--- src/hdl/pkrh_pkg.sv ---
`default_nettype none
package pkrh_pkg;

   // Default sizes
   localparam int DEF_WINDOW_DEPTH = 64;
   localparam int DEF_KEY_COUNT    = 64;
   localparam int DEF_RECORD_WIDTH = 64;

   // Fixed field widths on the ports
   localparam int REQ_KEY_W  = 12;
   localparam int REC_PORT_W = 64;
   localparam int WANT_W     = 7;
   localparam int AGE_W      = 6;

   // Command queue between front and back
   localparam int QUEUE_DEPTH = 2;

   // Request mode codes
   localparam logic [1:0] MODE_APPEND = 2'd0;
   localparam logic [1:0] MODE_READ   = 2'd1;
   localparam logic [1:0] MODE_CLEAR  = 2'd2;

   // Classified command kinds
   typedef enum logic [1:0] {
      OP_APPEND = 2'd0,
      OP_READ   = 2'd1,
      OP_EMPTY  = 2'd2,
      OP_CLEAR  = 2'd3
   } pkrh_op_type;

   // Back-end sequencer states
   typedef enum logic [1:0] {
      ST_SWEEP  = 2'd0,
      ST_IDLE   = 2'd1,
      ST_EXEC   = 2'd2,
      ST_STREAM = 2'd3
   } pkrh_state_type;

   typedef struct packed {
      logic [1:0]            mode;
      logic [REQ_KEY_W-1:0]  key_index;
      logic [REC_PORT_W-1:0] record_in;
      logic [WANT_W-1:0]     max_count;
   } pkrh_req_type;

   typedef struct packed {
      logic [REC_PORT_W-1:0] record_out;
      logic [AGE_W-1:0]      age;
      logic                  has_data;
      logic                  last;
   } pkrh_rsp_type;

   // Queue status
   typedef struct packed {
      logic full;
      logic empty;
   } pkrh_q_stat_type;

   // Back-end status
   typedef struct packed {
      logic sweeping;
      logic init;
   } pkrh_back_stat_type;

endpackage
`default_nettype wire

--- src/hdl/pkrh_front.sv ---
`default_nettype none
module pkrh_front
   import pkrh_pkg::*;
#(
   parameter int KEY_COUNT    = DEF_KEY_COUNT,
   parameter int RECORD_WIDTH = DEF_RECORD_WIDTH
) (
   input  wire logic                                accept,
   input  wire pkrh_req_type                        req,
   output logic                                     push,
   output pkrh_op_type                              op,
   output logic [((KEY_COUNT > 1) ? $clog2(KEY_COUNT) : 1)-1:0] key,
   output logic [RECORD_WIDTH-1:0]                  rec,
   output logic [WANT_W-1:0]                        want
);

   localparam int KW = (KEY_COUNT > 1) ? $clog2(KEY_COUNT) : 1;

   logic key_ok;

   assign key_ok = req.key_index < REQ_KEY_W'(KEY_COUNT);
   assign key    = req.key_index[KW-1:0];
   assign rec    = req.record_in[RECORD_WIDTH-1:0];
   assign want   = req.max_count;

   // Classify the item; ignored items are not queued
   always_comb begin
      push = 1'b0;
      op   = OP_EMPTY;
      unique case (req.mode)
         MODE_APPEND: begin
            op   = OP_APPEND;
            push = accept && key_ok;
         end
         MODE_READ: begin
            op   = (key_ok && (req.max_count != '0)) ? OP_READ : OP_EMPTY;
            push = accept;
         end
         MODE_CLEAR: begin
            op   = OP_CLEAR;
            push = accept;
         end
         default: begin
            op   = OP_EMPTY;
            push = 1'b0;
         end
      endcase
   end

endmodule
`default_nettype wire

--- config.mk ---
export PLATFORM = sky130hd
export DESIGN_NAME = pkrh_front
export DESIGN_NICKNAME = d
export VERILOG_FILES = /design/src/hdl/pkrh_pkg.sv /design/src/hdl/pkrh_front.sv
export SDC_FILE = /design/constraint.sdc
export NUM_CORES = 1
export LEC_CHECK = 0
export ABC_AREA = 1
export CELL_PAD_IN_SITES_DETAIL_PLACEMENT = 1
export CELL_PAD_IN_SITES_GLOBAL_PLACEMENT = 2
export CORE_AREA = 2 2 64 66
export DETAILED_ROUTE_END_ITERATION = 6
export DIE_AREA = 0 0 66 68
export DONT_BUFFER_PORTS = 1
export PLACE_DENSITY_LB_ADDON = 0.1
export SLEW_MARGIN = 5
export SYNTH_ARGS = -nofsm -noshare
export SYNTH_HDL_FRONTEND = slang
export SYNTH_SLANG_ARGS = --single-unit
--- constraint.sdc ---
create_clock -name vclk -period 1.1
set_input_delay 0.11 -clock vclk [all_inputs]
set_output_delay 0.11 -clock vclk [all_outputs]
set_load 0.01 [all_outputs]
==> reports/qor.yml, run 1 <==
hold_path:
  hp-class: "in2out"
  hold_path_depth: 0
floorplanning:
  rows: 23
  die_h_um: 68
  coreArea_um2: 3856
  die_w_um: 66
  ios: 166
  die_area_um2: 4488
  initial_utilization_pct: 19.63
layout:
  layout_commonest_cell: "inv_1"
  multi_input_area_um2: 133.9
  final_cell_mix: "inv_1, nand2_1, nor2_1"
  drive_gt1_share_pct: 8.108
  seq_cells: 0
  fin_cells: 87
  areaGrowthSynthToFinish_pct: -68.10
  fin_nets: 128
  antenna_cells: 0
  final_area_um2: 241.5
  num-clock-buffers: 0
  fillers: 484
  regArea_um2: 0
power:
  ir_worst_vdd_mv: 0.02277
  p_total_w: 0.00004408
  power_density_nw_per_um2: 182.5
  p_leak_nw: 0.1192
grt:
  grt-busiest-layer: "met4"
  gr-usage-met3_pct: 1.974
  overflow: 0
  grt_use_met1_pct: 2.539
  grt_pass1_wl_mm: 1.304
  use_met2_pct: 5.303
  grt_pass1_vias: 245
  grt.total_usage_pct: 3.626
  antenna_found_initial: 0
  grt_max_degree: 6
detailed_routing:
  wl_mm: 1.135
  drt_iter0_drc: 2
  viasPerCell: 3.276
  vias: 285
  avgRoutedWirePerCell_um: 13.05
  drc: 0
  dr.pass1.iters: 2
  ant_nets: 0
logic_synthesis:
  synth_cell_type_count: 9
  synth_compound_area_share_pct: 1.322
  syn-num-nets: 203
  ys_seq_area_share_pct: 0
  synth-adder-area-share_pct: 4.959
  synth_cells: 114
  postSynthAreaPerCell_um2: 6.640
  synth_top_family_by_area: "buffers and inverters"
  synth_xor_xnor_area_share_pct: 0
  synthMuxAreaShare_pct: 0
  yosys.area_share.simple_pct: 11.40
  yosysWarningCount: 0
  syn_area_um2: 757.0
timing:
  whs_ns: 0.2200
  tightest_slew_ns: 0.2750
  hold_viol_final: 0
  fmax_ghz: 1.206
  relSlewSlack_pct: 81.72
  rsz0062_at_grt: "false"
  drv_slew: 0
  min_period_ns: 0.8295
  tns_ns: 0
  setup_viol: 0
  fin_crit_sh_pct: 75.41
placement:
  dpl.cell_count: 87
  gp_congestion: 0.5254
  port-buffer-count: 0
  post_dp_cell_area_um2: 241.5
  dp_hpwl_mm: 1.011
critical_path:
  worst-endpoint-arrival_ns: 0.72
  critPathLaunchType: "input pin"
  endpoint_kind: "primary output"
  crit_type: "in2out"
  crit_fanout: 3
  required_ns: 0.99
clock_tree:
  holdBufCountCts: 0
  cts_setup_buffers: 0
  cts-resized-gates: 0
run_status:
  status: "finished clean"
job:
  max_cap_viol_count: 0
final timing paths:
check	from	to	slack, ns
max	req[83]	push	0.27
min	req[73]	key[2]	0.22
power breakdown:
part | internal, W | leakage, nW | switching (W) | total [W]
clock | 0 | 0 | 0 | 0
combinational | 0.0000155 | 0.119 | 0.0000286 | 0.0000441
sequential | 0 | 0 | 0 | 0
total | 0.0000155 | 0.119 | 0.0000286 | 0.0000441
synthesized netlist by cell type, drive strengths merged:
cell	number	share of area, %
buf	77	76
inv	12	5.9
nand2	11	5.5
nor2	7	4.5
ha	3	5.0
a21oi	2	1.3
nand3	1	0.66
nand4	1	0.83
metrics by stage:
step                util (%)  setup WS [ns]
CTS                    6.262         0.2592
finish                 6.262         0.2705
global placement       6.262         0.2718
floorplan                  -         0.3243
global route           6.262         0.2201
detailed placement     6.262         0.2592
layer usage:
layer | vias up | wire length (um)
met1 | 111 | 290
met2 | 53 | 468
li1 | 105 | -
met5 | - | 0
met4 | 0 | 131
met3 | 16 | 244
cells by family (layout without fill, tap and decap cells):
kind of cell	Yosys count	after routing
buffers and inverters	89	12
adders and majority gates	3	3
and+or+nand+nor	20	20
AOI/OAI and AO/OA	2	2
layout make-up:
type,count,area share (%)
tap,50,25.91
multi-input combinational,25,55.44
inverter,12,18.65
worst max-delay path, cell delays in order:
cell and delay, ns:
inv_1 0.04, ha_1 0.27, inv_1 0.04, a21oi_1 0.25
Power figures use the tool's default switching activity.
==> run 2: changes to the inputs <==
CORE_AREA = 2 2 65 67   (was 2 2 64 66)
DIE_AREA = 0 0 67 69   (was 0 0 66 68)
clock period = 0.8 ns   (was 1.1 ns; I/O delays follow)
==> run 2 against run 1 <==
  * Non-clock buffer count increased by 2
  * Setup slack got worse by 0.21 ns
  * Critical path depth unchanged
  * Global-route usage increased by 0.49 points
  * Worst hold slack got worse by 0.060 ns
  * Utilization increased by 0.77 points
  * Flip-flop and latch count unchanged
  * Via count increased by 2.1%
  * Cell area increased by 14%
  * Power increased by 71%
  * Critical endpoint unchanged
  * Highest routed layer unchanged
==> reports/qor.yml, run 2 (synthesized netlist as in run 1, its figures left out) <==
run_status:
  status: "finished clean"  # unchanged
floorplanning:
  die_w_um: 67  # was 66 um
  rows: 23  # unchanged
  coreArea_um2: 3914  # was 3856 um2
  die_h_um: 69  # was 68 um
  ios: 166  # unchanged
  die_area_um2: 4623  # was 4488 um2
  initial_utilization_pct: 19.34  # was 19.63%
placement:
  place_ws_ns: -0.02570  # was 0.2592 ns
  post_dp_cell_area_um2: 256.5  # was 241.5 um2
  port-buffer-count: 0  # unchanged
  dp_hpwl_mm: 1.005  # was 1.011 mm
  gp_congestion: 0.5752  # was 0.5254
critical_path:
  crit_fanout: 2  # was 3
  cp_slowest_cell: "a21oi_2"  # was ha_1
  path_cells: "nor2_1 -> nand4_1 -> a21oi_2 -> buf_4"  # was inv_1 -> ha_1 -> inv_1 -> a21oi_1
  critPathCapture: "push"  # unchanged
  worst-endpoint-arrival_ns: 0.66  # was 0.72 ns
  max_stage_delay_ns: 0.16  # was 0.27 ns
  setup.worst_path.start: "req[79]"  # was req[83]
  crit_type: "in2out"  # unchanged
  required_ns: 0.72  # was 0.99 ns
  critPathLaunchType: "input pin"  # unchanged
  endpoint_kind: "primary output"  # unchanged
layout:
  antenna_cells: 0  # unchanged
  postLayoutCoreUtil_pct: 7.033  # was 6.262%
  drive_gt1_share_pct: 23.08  # was 8.108%
  regArea_um2: 0  # unchanged
  final_cell_mix: "nand2_1, inv_1, nor2_1"  # was inv_1, nand2_1, nor2_1
  seq_cells: 0  # unchanged
  fillers: 507  # was 484
  final_area_um2: 275.3  # was 241.5 um2
  fin_nets: 130  # was 128
  multi_input_area_um2: 150.1  # was 133.9 um2
  layout_commonest_cell: "nand2_1"  # was inv_1
  areaGrowthSynthToFinish_pct: -63.64  # was -68.10%
  num-clock-buffers: 0  # unchanged
timing:
  setup_viol: 0  # unchanged
  drv_slew: 0  # unchanged
  hold_viol_final: 0  # unchanged
  fin_crit_sh_pct: 92.39
  relSlewSlack_pct: 88.80  # was 81.72%
  fmax_ghz: 1.353
  finalWorstSetupSlack_ns: 0.06086  # was 0.2705 ns
  tightest_slew_ns: 0.1673  # was 0.2750 ns
  tns_ns: 0  # unchanged
  rsz0062_at_grt: "false"  # unchanged
  min_period_ns: 0.7391
hold_path:
  hp-class: "in2out"  # unchanged
  min_from: "req[72]"  # was req[73]
  hold_path_depth: 0  # unchanged
power:
  intPower_w: 0.00003235  # was 0.00001547 W
  combPwrFrac_pct: 100.0  # about the same
  pwr-share-clk_pct: 0  # about the same
  power_density_nw_per_um2: 274.5  # was 182.5 nW/um2
  p_sw_share_pct: 57.19  # was 64.91%
  seq_power_share_pct: 0  # about the same
  power.switching_w: 0.00004322  # was 0.00002861 W
  ir_worst_vdd_mv: 0.01646  # was 0.02277 mV
  p_leak_nw: 0.1274  # was 0.1192 nW
detailed_routing:
  vias: 291  # was 285
  avgRoutedWirePerCell_um: 12.43  # was 13.05 um
  wl_mm: 1.106  # was 1.135 mm
  ant_nets: 0  # unchanged
  drc: 0  # unchanged
  viasPerCell: 3.270  # was 3.276
  dr.pass1.iters: 1  # was 2
  drt_iter0_drc: 0  # was 2
grt:
  grt.total_usage_pct: 4.119  # was 3.626%
  antenna_found_initial: 0  # unchanged
  grt_pass1_wl_mm: 1.497  # was 1.304 mm
  grt_pass1_vias: 270  # was 245
  overflow: 0  # unchanged
  grt_max_degree: 6  # unchanged
job:
  max_cap_viol_count: 0  # unchanged
clock_tree:
  cts_setup_buffers: 0  # unchanged
==> run 2: cell count changes in the layout (fill, tap and decap cells not counted), sizes merged <==
cell  change
buf       +2
==> run 2: cell type report <==
type,instances,share of cell area (%)
inverter,12,17.27
tap,50,22.73
multi-input combinational,25,54.55
timing repair buffer,2,5.455
==> run 2: routing by layer <==
| layer | track usage [%] | up-vias | routed length (um) |
|---|---|---|---|
| li1 | - | 110 | - |
| met1 | 1.772 | 119 | 208 |
| met2 | 8.581 | 50 | 627 |
| met3 | 3.100 | 12 | 231 |
| met4 | 2.494 | 0 | 39 |
| met5 | 0 | - | 0 |
==> run 2: worst max-delay path: cells and delay by family <==
kind            cells  cell delay (ns)
buf+inv             1             0.13
compound gates      1             0.16
simple gates        2             0.29
==> run 2: metrics by stage <==
step / power (W) / std cells / hold slack, ns
after global routing: 0.00008787 / 89 / 0.1600
after global placement: 0.00007134 / 89 / 0.1601
after CTS: 0.00007433 / 89 / 0.1601
after detailed placement: 0.00007133 / 89 / 0.1601
final: 0.00007557 / 89 / 0.1600
after floorplan: 0.0004461 / 114 / 0.2518
==> run 2: power by group through the flow <==
stage	logic [W]	clock network (W)	registers, W
global route	0.0000879	0	0
global placement	0.0000713	0	0
finish	0.0000756	0	0
floorplan	0.000446	0	0
detailed placement	0.0000713	0	0
CTS	0.0000743	0	0
==> run 2: what timing repair did <==
item | in CTS | in global routing
cloned | 0 | 0
hold buffers | 0 | 0
resized for setup | 1 | 5
pin swaps | 0 | 2
hold endpoints to repair | 0 | 0
setup endpoints to repair | 1 | 2
==> run 2: how the worst min path moves through the flow <==
stage | end | slack, ns
floorplan | key[0] | 0.25
global placement | rec[10] | 0.16
detailed placement | rec[10] | 0.16
CTS | rec[10] | 0.16
global route | rec[37] | 0.16
finish | key[1] | 0.16
==> run 3: changes to the inputs <==
CORE_AREA = 2 2 64 66   (was 2 2 65 67)
DIE_AREA = 0 0 66 68   (was 0 0 67 69)
SETUP_SLACK_MARGIN = 0.5   (was default)
clock period = 0.9 ns   (was 0.8 ns; I/O delays follow)
==> run 3 against run 2 <==
  * First-iteration DRC count increased by 4
  * Wire length up 17%
  * Global-route usage up 0.99 points
  * Flip-flop and latch count did not move
  * Count of clock-buffer cells in the layout stayed put
  * Utilization is 2.2 points higher
==> reports/qor.yml, run 3 (synthesized netlist as in run 1, its figures left out) <==
run_status:
  status: "finished clean"  # unchanged
placement:
  place_ws_ns: 0.1945  # was -0.02570 ns
  dp_hpwl_mm: 1.158  # was 1.005 mm
  port-buffer-count: 0  # unchanged
  post_dp_cell_area_um2: 314.1  # was 256.5 um2
  gp_congestion: 0.5480  # was 0.5752
detailed_routing:
  wl_mm: 1.292  # was 1.106 mm
  viasPerCell: 3.126  # was 3.270
  drc: 0  # unchanged
  avgRoutedWirePerCell_um: 14.85  # was 12.43 um
  ant_nets: 0  # unchanged
  dr.pass1.iters: 2  # was 1
  vias: 272  # was 291
  drt_iter0_drc: 4  # was 0
critical_path:
  setup.worst_path.start: "req[79]"  # unchanged
  worst-endpoint-arrival_ns: 0.57  # was 0.66 ns
  crit_fanout: 2  # unchanged
  required_ns: 0.81  # was 0.72 ns
  critPathLaunchType: "input pin"  # unchanged
  endpoint_kind: "primary output"  # unchanged
  crit_type: "in2out"  # unchanged
timing:
  tns_ns: 0  # unchanged
  hold_viol_final: 0  # unchanged
  fin_crit_sh_pct: 73.29
  setup_viol: 0  # unchanged
  fmax_ghz: 1.516
  relSlewSlack_pct: 87.88  # was 88.80%
  drv_slew: 0  # unchanged
  min_period_ns: 0.6596
  finalWorstSetupSlack_ns: 0.2404  # was 0.06086 ns
  rsz0062_at_grt: "true"  # was false
  tightest_slew_ns: 0.1817  # was 0.1673 ns
clock_tree:
  holdBufCountCts: 0  # unchanged
  cts_setup_buffers: 0  # unchanged
grt:
  overflow: 0  # unchanged
  grt_pass1_vias: 323  # was 270
  grt_pass1_wl_mm: 1.814  # was 1.497 mm
  grt.total_usage_pct: 5.110  # was 4.119%
  grt_max_degree: 6  # unchanged
  antenna_found_initial: 0  # unchanged
floorplanning:
  initial_utilization_pct: 19.63  # was 19.34%
  rows: 23  # unchanged
  die_area_um2: 4488  # was 4623 um2
  die_w_um: 66  # was 67 um
  ios: 166  # unchanged
  coreArea_um2: 3856  # was 3914 um2
  die_h_um: 68  # was 69 um
hold_path:
  hp-class: "in2out"  # unchanged
  hold_path_depth: 0  # unchanged
  hold_end: "rec[17]"  # was key[1]
  min_from: "req[24]"  # was req[72]
power:
  ir_worst_vdd_mv: 0.02254  # was 0.01646 mV
  p_leak_nw: 0.1243  # was 0.1274 nW
  power_density_nw_per_um2: 260.5  # was 274.5 nW/um2
  p_total_w: 0.00009289  # was 0.00007557 W
layout:
  seq_cells: 0  # unchanged
  num-clock-buffers: 0  # unchanged
  drive_gt1_share_pct: 59.46  # was 23.08%
  final_cell_mix: "inv_1, nand2_2, nor2_4, nand2_1, inv_2"  # was nand2_1, inv_1, nor2_1
  antenna_cells: 0  # unchanged
  fin_nets: 128  # was 130
  regArea_um2: 0  # unchanged
  areaGrowthSynthToFinish_pct: -52.89  # was -63.64%
  final_area_um2: 356.6  # was 275.3 um2
job:
  max_cap_viol_count: 0  # unchanged
run 3: per-stage QoR:
stage	hold WS, ns	util (%)	cells
after CTS	0.1801	8.793	87
after detailed placement	0.1801	8.144	87
final	0.1800	9.247	87
after global routing	0.1800	9.247	87
after floorplan	0.2718	-	114
after global placement	0.1801	8.144	87
run 3: per-layer routing:
metal	vias up	wire length, um	global-route usage [%]	part of all wire [%]
met4	0	81	5.867	6.3
li1	105	-	-	-
met5	-	0	0	0
met2	36	657	8.207	51
met3	23	283	3.947	22
met1	108	269	3.516	21
run 3: worst max path at each step:
stage	endpoint	slack (ns)	cells past startpoint
after floorplan	push	0.28	4
after global placement	op[0]	0.20	5
after detailed placement	op[0]	0.19	5
after CTS	op[1]	0.22	6
after global routing	op[1]	0.18	6
final	op[1]	0.24	6
run 3: what timing repair did:
item,CTS,global route
resized for setup,9,5
cloned,0,0
pin swaps,8,4
endpoints found under the setup margin,3,3
run 3: cell type report:
type	instances	area [um2]
inverter	12	73.82
fill	473	3500
tap	50	62.56
multi-input combinational	25	220.2
run 3: report_power, final:
part | leakage (nW) | internal [W] | switching (W) | total (W)
combinational | 0.124 | 0.0000427 | 0.0000501 | 0.0000929
clock | 0 | 0 | 0 | 0
sequential | 0 | 0 | 0 | 0
total | 0.124 | 0.0000427 | 0.0000501 | 0.0000929
run 3: worst max-delay path, cell delays in order:
cell     delay [ns]
nor2_4         0.10
nand2_2        0.07
nor2_4         0.12
nand2_1        0.06
nand2_1        0.07
nand2_2        0.07
