$ cat config.mk
export PLATFORM = sky130hd
export DESIGN_NAME = pkrh_queue
export DESIGN_NICKNAME = d
export VERILOG_FILES = /design/src/hdl/pkrh_pkg.sv /design/src/hdl/pkrh_queue.sv
export SDC_FILE = /design/constraint.sdc
export NUM_CORES = 1
export LEC_CHECK = 0
export BUFFER_PORTS_ARGS = -buffer_cell sky130_fd_sc_hd__buf_2
export CELL_PAD_IN_SITES_DETAIL_PLACEMENT = 1
export CELL_PAD_IN_SITES_GLOBAL_PLACEMENT = 2
export CORE_MARGIN = 5
export CORE_UTILIZATION = 36
export DETAILED_ROUTE_END_ITERATION = 16
export PLACE_DENSITY = 0.86
export SKIP_CTS_REPAIR_TIMING = 1
export SLEW_MARGIN = 5
export SYNTH_ARGS = -nofsm -noshare
export SYNTH_HDL_FRONTEND = slang
export SYNTH_SLANG_ARGS = --single-unit
$ cat constraint.sdc
create_clock -name clock -period 2.4 [get_ports clock]
set_input_delay 0.36 -clock clock [delete_from_list [all_inputs] [get_ports clock]]
set_output_delay 0.36 -clock clock [all_outputs]
set_load 0.02 [all_outputs]
$ cat src/hdl/pkrh_pkg.sv
`default_nettype none
package pkrh_pkg;

   // Default sizes
   localparam int DEF_WINDOW_DEPTH = 64;
   localparam int DEF_KEY_COUNT    = 64;
   localparam int DEF_RECORD_WIDTH = 64;

   // Fixed field widths on the ports
   localparam int REQ_KEY_W  = 12;
   localparam int REC_PORT_W = 64;
   localparam int WANT_W     = 7;
   localparam int AGE_W      = 6;

   // Command queue between front and back
   localparam int QUEUE_DEPTH = 2;

   // Request mode codes
   localparam logic [1:0] MODE_APPEND = 2'd0;
   localparam logic [1:0] MODE_READ   = 2'd1;
   localparam logic [1:0] MODE_CLEAR  = 2'd2;

   // Classified command kinds
   typedef enum logic [1:0] {
      OP_APPEND = 2'd0,
      OP_READ   = 2'd1,
      OP_EMPTY  = 2'd2,
      OP_CLEAR  = 2'd3
   } pkrh_op_type;

   // Back-end sequencer states
   typedef enum logic [1:0] {
      ST_SWEEP  = 2'd0,
      ST_IDLE   = 2'd1,
      ST_EXEC   = 2'd2,
      ST_STREAM = 2'd3
   } pkrh_state_type;

   typedef struct packed {
      logic [1:0]            mode;
      logic [REQ_KEY_W-1:0]  key_index;
      logic [REC_PORT_W-1:0] record_in;
      logic [WANT_W-1:0]     max_count;
   } pkrh_req_type;

   typedef struct packed {
      logic [REC_PORT_W-1:0] record_out;
      logic [AGE_W-1:0]      age;
      logic                  has_data;
      logic                  last;
   } pkrh_rsp_type;

   // Queue status
   typedef struct packed {
      logic full;
      logic empty;
   } pkrh_q_stat_type;

   // Back-end status
   typedef struct packed {
      logic sweeping;
      logic init;
   } pkrh_back_stat_type;

endpackage
`default_nettype wire

$ cat src/hdl/pkrh_queue.sv
`default_nettype none
module pkrh_queue
   import pkrh_pkg::*;
#(
   parameter int WIDTH = 8
) (
   input  wire logic             clock,
   input  wire logic             reset,
   input  wire logic             push,
   input  wire logic [WIDTH-1:0] push_data,
   input  wire logic             pop,
   output logic [WIDTH-1:0]      pop_data,
   output pkrh_q_stat_type       stat
);

   localparam int AW = (QUEUE_DEPTH > 1) ? $clog2(QUEUE_DEPTH) : 1;
   localparam int CW = $clog2(QUEUE_DEPTH + 1);

   logic [WIDTH-1:0] slot_ff [QUEUE_DEPTH];
   logic [AW-1:0]    wr_ff, wr_in;
   logic [AW-1:0]    rd_ff, rd_in;
   logic [CW-1:0]    cnt_ff, cnt_in;

   assign stat.full  = cnt_ff == CW'(QUEUE_DEPTH);
   assign stat.empty = cnt_ff == '0;
   assign pop_data   = slot_ff[rd_ff];

   // Pointer and count update
   always_comb begin
      wr_in  = wr_ff;
      rd_in  = rd_ff;
      cnt_in = cnt_ff;
      if (push) begin
         wr_in = (wr_ff == AW'(QUEUE_DEPTH - 1)) ? '0 : wr_ff + 1'b1;
      end
      if (pop) begin
         rd_in = (rd_ff == AW'(QUEUE_DEPTH - 1)) ? '0 : rd_ff + 1'b1;
      end
      if (push && !pop) begin
         cnt_in = cnt_ff + 1'b1;
      end else if (pop && !push) begin
         cnt_in = cnt_ff - 1'b1;
      end
   end

   always_ff @(posedge clock) begin
      if (reset) begin
         wr_ff  <= '0;
         rd_ff  <= '0;
         cnt_ff <= '0;
      end else begin
         wr_ff  <= wr_in;
         rd_ff  <= rd_in;
         cnt_ff <= cnt_in;
      end
   end

   always_ff @(posedge clock) begin
      if (push) begin
         slot_ff[wr_ff] <= push_data;
      end
   end

endmodule
`default_nettype wire

==> results of run 1 <==
[cell type report]
cell class	instances	area, um^2	area share
inverters	1	3.754	0.003979
clock buffers	4	26.28	0.02785
multi-input cells	24	193.9	0.2056
repair buffers	21	105.1	0.1114
well taps	27	33.78	0.03581
flip-flops and latches	21	580.6	0.6154
[routing by layer]
| metal | routed length, um | share of wire | vias to the layer above |
|---|---|---|---|
| met2 | 570 | 0.46 | 20 |
| met5 | 0 | 0 | - |
| met1 | 538 | 0.43 | 209 |
| met4 | 21 | 0.017 | 0 |
| li1 | - | - | 215 |
| met3 | 113 | 0.091 | 2 |
[placed cells by master (no fill, tap or decap), types with 2 or more instances in the layout]
cell,n
nor2_1,5
dfxtp_1,5
mux2_2,8
xnor2_1,2
buf_2,21
edfxtp_1,16
clkbuf_4,3
xor2_1,2
[per-stage QoR]
stage	cell area (um^2)	hold WS, ns	power, mW	cells	utilization
final	943.4	0.2458	0.7101	98	0.4666
after global routing	943.4	0.2253	0.7438	98	0.4666
after CTS	943.4	0.2349	0.7196	98	0.4666
after detailed placement	917.1	0.5131	0.5581	94	0.4536
after global placement	917.1	0.4915	0.5550	94	0.4536
after floorplan	783.3	0.4291	0.5168	47	-
[power groups by stage]
stage	logic, mW	registers (mW)	clock network (mW)
floorplan	0.0807	0.436	0
global placement	0.112	0.443	0
detailed placement	0.114	0.444	0
CTS	0.115	0.436	0.169
global route	0.123	0.438	0.183
finish	0.113	0.435	0.163
[cell usage after synthesis]
cell type  number
a21oi_1         1
and2_1          1
and2b_2         1
buf_2           1
dfxtp_1         5
edfxtp_1       16
ha_1            1
inv_1           1
mux2_2          8
nor2_1          5
nor2b_1         1
o21ai_0         1
or3_1           1
xnor2_1         2
xor2_1          2
[worst max-delay path by stage]
stage / slack, ns / from / cells past startpoint / to
2_1_floorplan: 1.19 / flop / 2 / pop_data[0]
3_3_place_gp: 0.93 / push / 2 / slot_ff[0][2]
3_5_place_dp: 0.90 / push / 2 / slot_ff[0][2]
4_1_cts: 0.64 / flop / 2 / pop_data[4]
5_1_grt: 0.60 / flop / 2 / pop_data[4]
6_report: 0.66 / flop / 2 / pop_data[4]
[sequential cells by signal, summed over array words and instances (netlist names), named ones only]
name,count
wr_ff,1
cnt_ff,2
slot_ff,16
rd_ff,1
[kinds of logic after synthesis]
logic type,after synthesis,share of synthesized area
AO/OA/AOI/OAI,2,0.01277
XOR/XNOR,4,0.04474
adder cells (fa/ha/maj),1,0.01597
buffers and inverters,2,0.01117
flip-flops,21,0.7412
multiplexers,8,0.1150
AND/OR/NAND/NOR,9,0.05913
==> impl_metrics.tcl, run 1 <==
set metrics [dict create \
    hold_path_depth 1 \
    initial_core_util 0.3874 \
    portBuffers 21 \
    use_met2 0.1370 \
    required_ns 2.04 \
    min_to "slot_ff[1][6]" \
    busiest_layer "met2" \
    num-fill-cells 215 \
    synthCells 47 \
    avgViaCountPerCell 4.551 \
    grt_overflow_total 0 \
    pre_cts_slack_ns 0.9036 \
    die_area_um2 3209 \
    p_leak_nw 0.3726 \
    gp_congestion 0.6375 \
    worstHoldStart "push_data[6]" \
    cts_tree "yes" \
    ys_types 15 \
    grt_use_met1 0.08646 \
    reg2regPathDepth 1 \
    use_met3 0.03211 \
    p_switching_mw 0.1758 \
    timing.rr.start "wr_ff" \
    ff2ff_setup_slack_ns 1.14 \
    cp_slowest_cell "dfxtp_1" \
    min_path_type "primary input to flop" \
    final-hold-violation-count 0 \
    p_comb_frac 0.159 \
    drt-total-wl_um 1243 \
    diodes 0 \
    rsz0062_at_grt "false" \
    fin_nets 85 \
    via_count 446 \
    synth-seq-cells 21 \
    crit_buf_inv 1 \
    worstSetupEndpointType "primary output" \
    drc 0 \
    grtUsageTotal 0.08241 \
    p_int_mw 0.5344 \
    synth_top_area_cell "edfxtp_1" \
    ant_nets 0 \
    fmax_mhz 575.9 \
    clkLatencyLatePin_ns 0.29 \
    drt-pass1-iter-count 3 \
    swShare 0.2475 \
    max_slew.worst_pin.slew_ns 0.7054 \
    die_w_um 56.65 \
    period_needed_ns 1.737 \
    post_drt_wl_per_cell_um 12.68 \
    row_count 16 \
    cts_buffer_depth 2 \
    syn_nets 60 \
    first_global_vias 440 \
    grt_max_degree 12 \
    final_max_slew_viol_count 0 \
    synthesis.area_um2 783.3 \
    crit_arrival_ns 1.38 \
    cts_made_buffers 3 \
    synth_warnings 0 \
    cts_num_sinks 21 \
    slew_headroom 0.5288 \
    root_buffer "clkbuf_4" \
    grt_first_pass_wirelength_um 1973 \
    die_y_um 56.65 \
    synth.area.top_cells "edfxtp_1 61%, dfxtp_1 13%, mux2_2 12%" \
    drt-initial-drc-count 14 \
    cts.reportedPaths.clkPinSlew_ns 0.11 \
    htree_levels 1 \
    area_growth_pct 20.45 \
    synth_top_area_frac 0.6134 \
    drv_cap 0 \
    critPathKind "flop to primary output" \
    tns_ns 0 \
    yosysSeqAreaShare 0.7412 \
    p_per_area_nw_per_um2 752.7 \
    finalWorstSetupSlack_ns 0.6635 \
    crit_chain "mux2_2, buf_2" \
    core_um2 2022 \
    post_route_cells_drive_above_1_share 0.4648 \
    cp_max_fo 8 \
    setup_viol 0 \
    outcome "finished clean" \
    post-route-period-util 0.7235 \
    antenna_found_initial 0 \
    fin_skew_ns 0.002619 \
    crit_path_max_incr_delay_ns 0.54 \
    reg2reg_to "slot_ff[0][7]" \
    startpoint_type "flop" \
    syn_avg_cell_area_um2 16.66 \
    p_clk_frac 0.229 \
    ioPinCount 22 \
    ir_drop_uv 336.2 \
    p_seq_frac 0.612 \
    path_delay_family "flip-flops" \
]
(Power assumes the default switching activity.)
==> inputs of run 2 (changes only) <==
Settings changed: ABC_AREA from default to 1, CORE_UTILIZATION 36 to 32, PLACE_DENSITY 0.86 to 0.81.
Clock period 2.4 ns to 1.7 ns, I/O delays scaled along.
==> impl_metrics.tcl, run 2 <==
set metrics [dict create \
    grt_first_pass_wirelength_um 2242 \
    ir_drop_uv 446.5 \
    p_seq_frac 0.615 \
    worstSetupEndpointType "primary output" \
    num-fill-cells 277 \
    initial_core_util 0.3303 \
    drt-pass1-iter-count 3 \
    core_um2 2455 \
    crit_arrival_ns 1.27 \
    htree_levels 1 \
    setup_viol 0 \
    first_global_vias 535 \
    ant_nets 0 \
    cts_made_buffers 3 \
    cts.reportedPaths.clkPinSlew_ns 0.11 \
    p_switching_mw 0.2419 \
    post_route_cells_drive_above_1_share 0.4337 \
    grtUsageTotal 0.08526 \
    largest_register_ffs 16 \
    synth_top_area_cell "edfxtp_1" \
    synth.area.top_cells "edfxtp_1 59%, dfxtp_1 12%, mux2_2 11%" \
    critPathKind "flop to primary output" \
    tns_ns 0 \
    area_growth_pct 20.52 \
    async_reset_ff_frac 0 \
    hold_path_depth 1 \
    pre_cts_slack_ns 0.3680 \
    cts_tree "yes" \
    max_slew.worst_pin.slew_ns 0.3339 \
    syn_nets 71 \
    grt_max_degree 12 \
    post_drt_wl_per_cell_um 12.22 \
    crit_chain "mux2_2, buf_2" \
    syn_avg_cell_area_um2 13.98 \
    p_leak_nw 0.4130 \
    antenna_found_initial 0 \
    cp_max_fo 8 \
    ys_types 16 \
    drc 0 \
    final_max_slew_viol_count 0 \
    diodes 0 \
    crit_path_max_incr_delay_ns 0.46 \
    die_y_um 60.34 \
    synth-main-ff-cell "edfxtp_1" \
    largestRegisters "slot_ff: 16 flops, cnt_ff: 2 flops" \
    p_per_area_nw_per_um2 1008 \
    drv_cap 0 \
    final_cell_mix "21 x buf_2, 16 x edfxtp_1, 8 x inv_1, 8 x mux2_2, 7 x nor2_1" \
    min_path_type "primary input to flop" \
    outcome "finished clean" \
    regMostFlops "slot_ff" \
    rsz0062_at_grt "false" \
    avgViaCountPerCell 4.336 \
    die_area_um2 3640 \
    grt_overflow_total 0 \
    synth_most_common_cell "edfxtp_1" \
    final-hold-violation-count 0 \
    row_count 18 \
    gp_congestion 0.6283 \
    synthCells 58 \
    synth_top_area_frac 0.5926 \
    post-route-period-util 0.8989 \
    slew_headroom 0.7772 \
    clkLatencyLatePin_ns 0.29 \
    required_ns 1.44 \
    reg2regPathDepth 2 \
    layout_commonest_cell "buf_2" \
    yosysSeqAreaShare 0.7160 \
    finalWorstSetupSlack_ns 0.1719 \
    portBuffers 21 \
    root_buffer "clkbuf_4" \
    cts_buffer_depth 2 \
    drt-initial-drc-count 3 \
    cts_num_sinks 21 \
    synth_warnings 0 \
    fin_skew_ns 0.008367 \
    die_w_um 60.34 \
    fmax_mhz 654.4 \
    synthesis.area_um2 810.8 \
    fin_nets 97 \
    via_count 490 \
    p_comb_frac 0.155 \
    synth.top_cells.by_count "16 x edfxtp_1, 8 x inv_1, 8 x mux2_2" \
    ioPinCount 22 \
    p_clk_frac 0.230 \
    cp_slowest_cell "dfxtp_2" \
    swShare 0.2456 \
    drt-total-wl_um 1381 \
    p_int_mw 0.7429 \
    synth-seq-cells 21 \
    place_hpwl_um 1101 \
    synth_edf_count 16 \
    period_needed_ns 1.528 \
    startpoint_type "flop" \
]
[run 2: cell types whose count changed after synthesis, moves of 2 or more]
cell	delta
nand2_1	+4
xor2_1	-2
inv_1	+7
nor2_1	+2
[run 2: kinds of logic after synthesis]
logic type	count (synthesis)	synth area share
AO/OA/AOI/OAI	2	0.01233
XOR/XNOR	1	0.01080
adder cells (fa/ha/maj)	1	0.01543
buffers and inverters	10	0.05555
flip-flops	21	0.7161
multiplexers	8	0.1111
AND/OR/NAND/NOR	15	0.07870
[run 2: final cells by class]
| type | instances | area, um^2 | area share |
|---|---|---|---|
| clock buffers | 4 | 26.28 | 0.02689 |
| inverters | 9 | 33.78 | 0.03457 |
| multi-input cells | 27 | 185.2 | 0.1895 |
| flip-flops and latches | 21 | 581.8 | 0.5954 |
| well taps | 30 | 37.54 | 0.03841 |
| repair buffers | 22 | 112.6 | 0.1152 |
[run 2: worst max-delay path, delay by kind of cell (launching register included)]
family	cells	cell delay, ns
flops	1	0.46
mux	1	0.36
buf+inv	1	0.16
[run 2: path summary, 6_finish.rpt]
| path | startpoint | end | slack, ns |
|---|---|---|---|
| max | flop | pop_data[5] | 0.17 |
| max reg2reg | wr_ff | slot_ff[1][3] | 0.69 |
| min | push_data[4] | slot_ff[0][4] | 0.14 |
| min reg2reg | cnt_ff[0] | cnt_ff[0] | 0.53 |
[run 2: power groups by stage]
stage,sequential (mW),combinational (mW),clock (mW)
6_report,0.606,0.153,0.226
5_1_grt,0.611,0.169,0.262
3_3_place_gp,0.616,0.150,0
2_1_floorplan,0.608,0.110,0
4_1_cts,0.607,0.157,0.239
3_5_place_dp,0.618,0.155,0
[run 2: routing by layer]
metal	GRT usage	share of wire	up-vias
met5	0	0	-
met4	0.03797	0	0
met3	0.02766	0.10	0
met2	0.1466	0.49	17
met1	0.09626	0.41	227
li1	-	-	246
[run 2: stage by stage]
| step | hold WS (ns) | utilization | cells | cell area, um^2 | total power, mW |
|---|---|---|---|---|---|
| after floorplan | 0.3274 | - | 58 | 810.8 | 0.7178 |
| after global placement | 0.4440 | 0.3869 | 109 | 949.7 | 0.7665 |
| after detailed placement | 0.4503 | 0.3869 | 109 | 949.7 | 0.7737 |
| after CTS | 0.1379 | 0.3976 | 113 | 975.9 | 1.002 |
| after global routing | 0.1240 | 0.3981 | 113 | 977.2 | 1.043 |
| final | 0.1441 | 0.3981 | 113 | 977.2 | 0.9847 |
==> inputs of run 3 (changes only) <==
Settings changed: CORE_UTILIZATION 32 to 35, PLACE_DENSITY 0.81 to 0.87.
Clock period 1.7 ns to 1.9 ns, I/O delays scaled along.
==> impl_metrics.tcl, run 3 (synthesis gave the netlist of run 2 again) <==
set metrics [dict create \
    outcome "finished clean" \
    fmax_mhz 604.3 \
    crit_chain "mux2_2, buf_2" \
    p_comb_frac 0.155 \
    largest_register_ffs 16 \
    ff2ff_setup_slack_ns 0.89 \
    grt_overflow_total 0 \
    via_count 478 \
    cp_slowest_cell "dfxtp_1" \
    regMostFlops "slot_ff" \
    grtUsageTotal 0.07939 \
    place_hpwl_um 1019 \
    cts_tree "yes" \
    fin_skew_ns 0.006718 \
    hold_slack_ns 0.1799 \
    layout_commonest_cell "buf_2" \
    htree_levels 1 \
    p_seq_frac 0.620 \
    p_int_mw 0.6640 \
    max_slew.worst_pin.slew_ns 0.3465 \
    ir_drop_uv 342.4 \
    cp_max_fo 8 \
    p_switching_mw 0.2094 \
    fin_util 0.4400 \
    portBuffers 21 \
    ioPinCount 22 \
    p_leak_nw 0.4127 \
    area_growth_pct 20.06 \
    finalWorstSetupSlack_ns 0.2451 \
    rsz0062_at_grt "false" \
    setup_viol 0 \
    slew_headroom 0.7687 \
    fin_nets 97 \
    period_needed_ns 1.655 \
    post_route_cells_drive_above_1_share 0.4217 \
    crit_path_max_incr_delay_ns 0.53 \
    drt-pass1-iter-count 3 \
    final_max_slew_viol_count 0 \
    power_mw 0.8734 \
    core_um2 2212 \
    avgViaCountPerCell 4.306 \
    min_path_type "primary input to flop" \
    cts_num_sinks 21 \
    worstSetupEndpointType "primary output" \
    die_w_um 58.13 \
    ant_nets 0 \
    drt-total-wl_um 1273 \
    final-hold-violation-count 0 \
    cts_buffer_depth 2 \
    post-route-period-util 0.8710 \
    drt-initial-drc-count 2 \
    required_ns 1.62 \
    antenna_found_initial 0 \
    post_drt_wl_per_cell_um 11.47 \
    tns_ns 0 \
    diodes 0 \
    initial_core_util 0.3665 \
    grt_max_degree 12 \
    drc 0 \
    die_area_um2 3379 \
    grt_first_pass_wirelength_um 2056 \
    clkLatencyLatePin_ns 0.29 \
    startpoint_type "flop" \
    pre_cts_slack_ns 0.5601 \
    cts_made_buffers 3 \
    cts.reportedPaths.clkPinSlew_ns 0.11 \
    critPathKind "flop to primary output" \
    die_y_um 58.13 \
    p_per_area_nw_per_um2 897.3 \
    root_buffer "clkbuf_4" \
    final_cell_mix "21 x buf_2, 16 x edfxtp_1, 8 x inv_1, 8 x mux2_2, 7 x nor2_1" \
    swShare 0.2398 \
    gp_congestion 0.6276 \
    row_count 17 \
    p_clk_frac 0.226 \
    largestRegisters "slot_ff: 16 flops, cnt_ff: 2 flops" \
    drv_cap 0 \
    first_global_vias 505 \
    num-fill-cells 252 \
    crit_arrival_ns 1.37 \
]
==> run 3: through the flow <==
| step | std cells | instance area (um^2) |
|---|---|---|
| floorplan | 58 | 810.8 |
| global placement | 107 | 947.2 |
| detailed placement | 107 | 947.2 |
| CTS | 111 | 973.4 |
| global route | 111 | 973.4 |
| finish | 111 | 973.4 |
==> run 3: path summary, 6_finish.rpt <==
check                     from       endpoint  cells after the start
hold reg to reg          wr_ff          wr_ff                      2
setup / recovery          flop    pop_data[4]                      2
hold / removal    push_data[3]  slot_ff[1][3]                      1
setup reg to reg         wr_ff  slot_ff[1][7]                      2
==> run 3: cell type report <==
type	instances	area, um^2	area share
well taps	28	35.03	0.03599
flip-flops and latches	21	580.6	0.5964
repair buffers	22	112.6	0.1157
clock buffers	4	26.28	0.02699
multi-input cells	27	185.2	0.1902
inverters	9	33.78	0.03470
==> run 3: power by group through the flow <==
stage	Combinational (mW)	Sequential, mW	Clock (mW)
2_1_floorplan	0.0982	0.544	0
3_3_place_gp	0.134	0.551	0
3_5_place_dp	0.137	0.553	0
4_1_cts	0.137	0.542	0.210
5_1_grt	0.149	0.545	0.228
6_report	0.135	0.541	0.197
==> run 3: routing by layer <==
metal  part of all wire  track usage  vias to the layer above
met5                  0            0                        -
met4                  0      0.02980                        0
met3               0.10      0.03341                        0
met2               0.47       0.1306                       16
met1               0.42      0.09167                      215
li1                   -            -                      247
==> run 3: critical path, delay by kind of cell, from the launching register on <==
kind,cells,cell delay (ns)
buf+inv,1,0.16
mux,1,0.39
flops,1,0.53
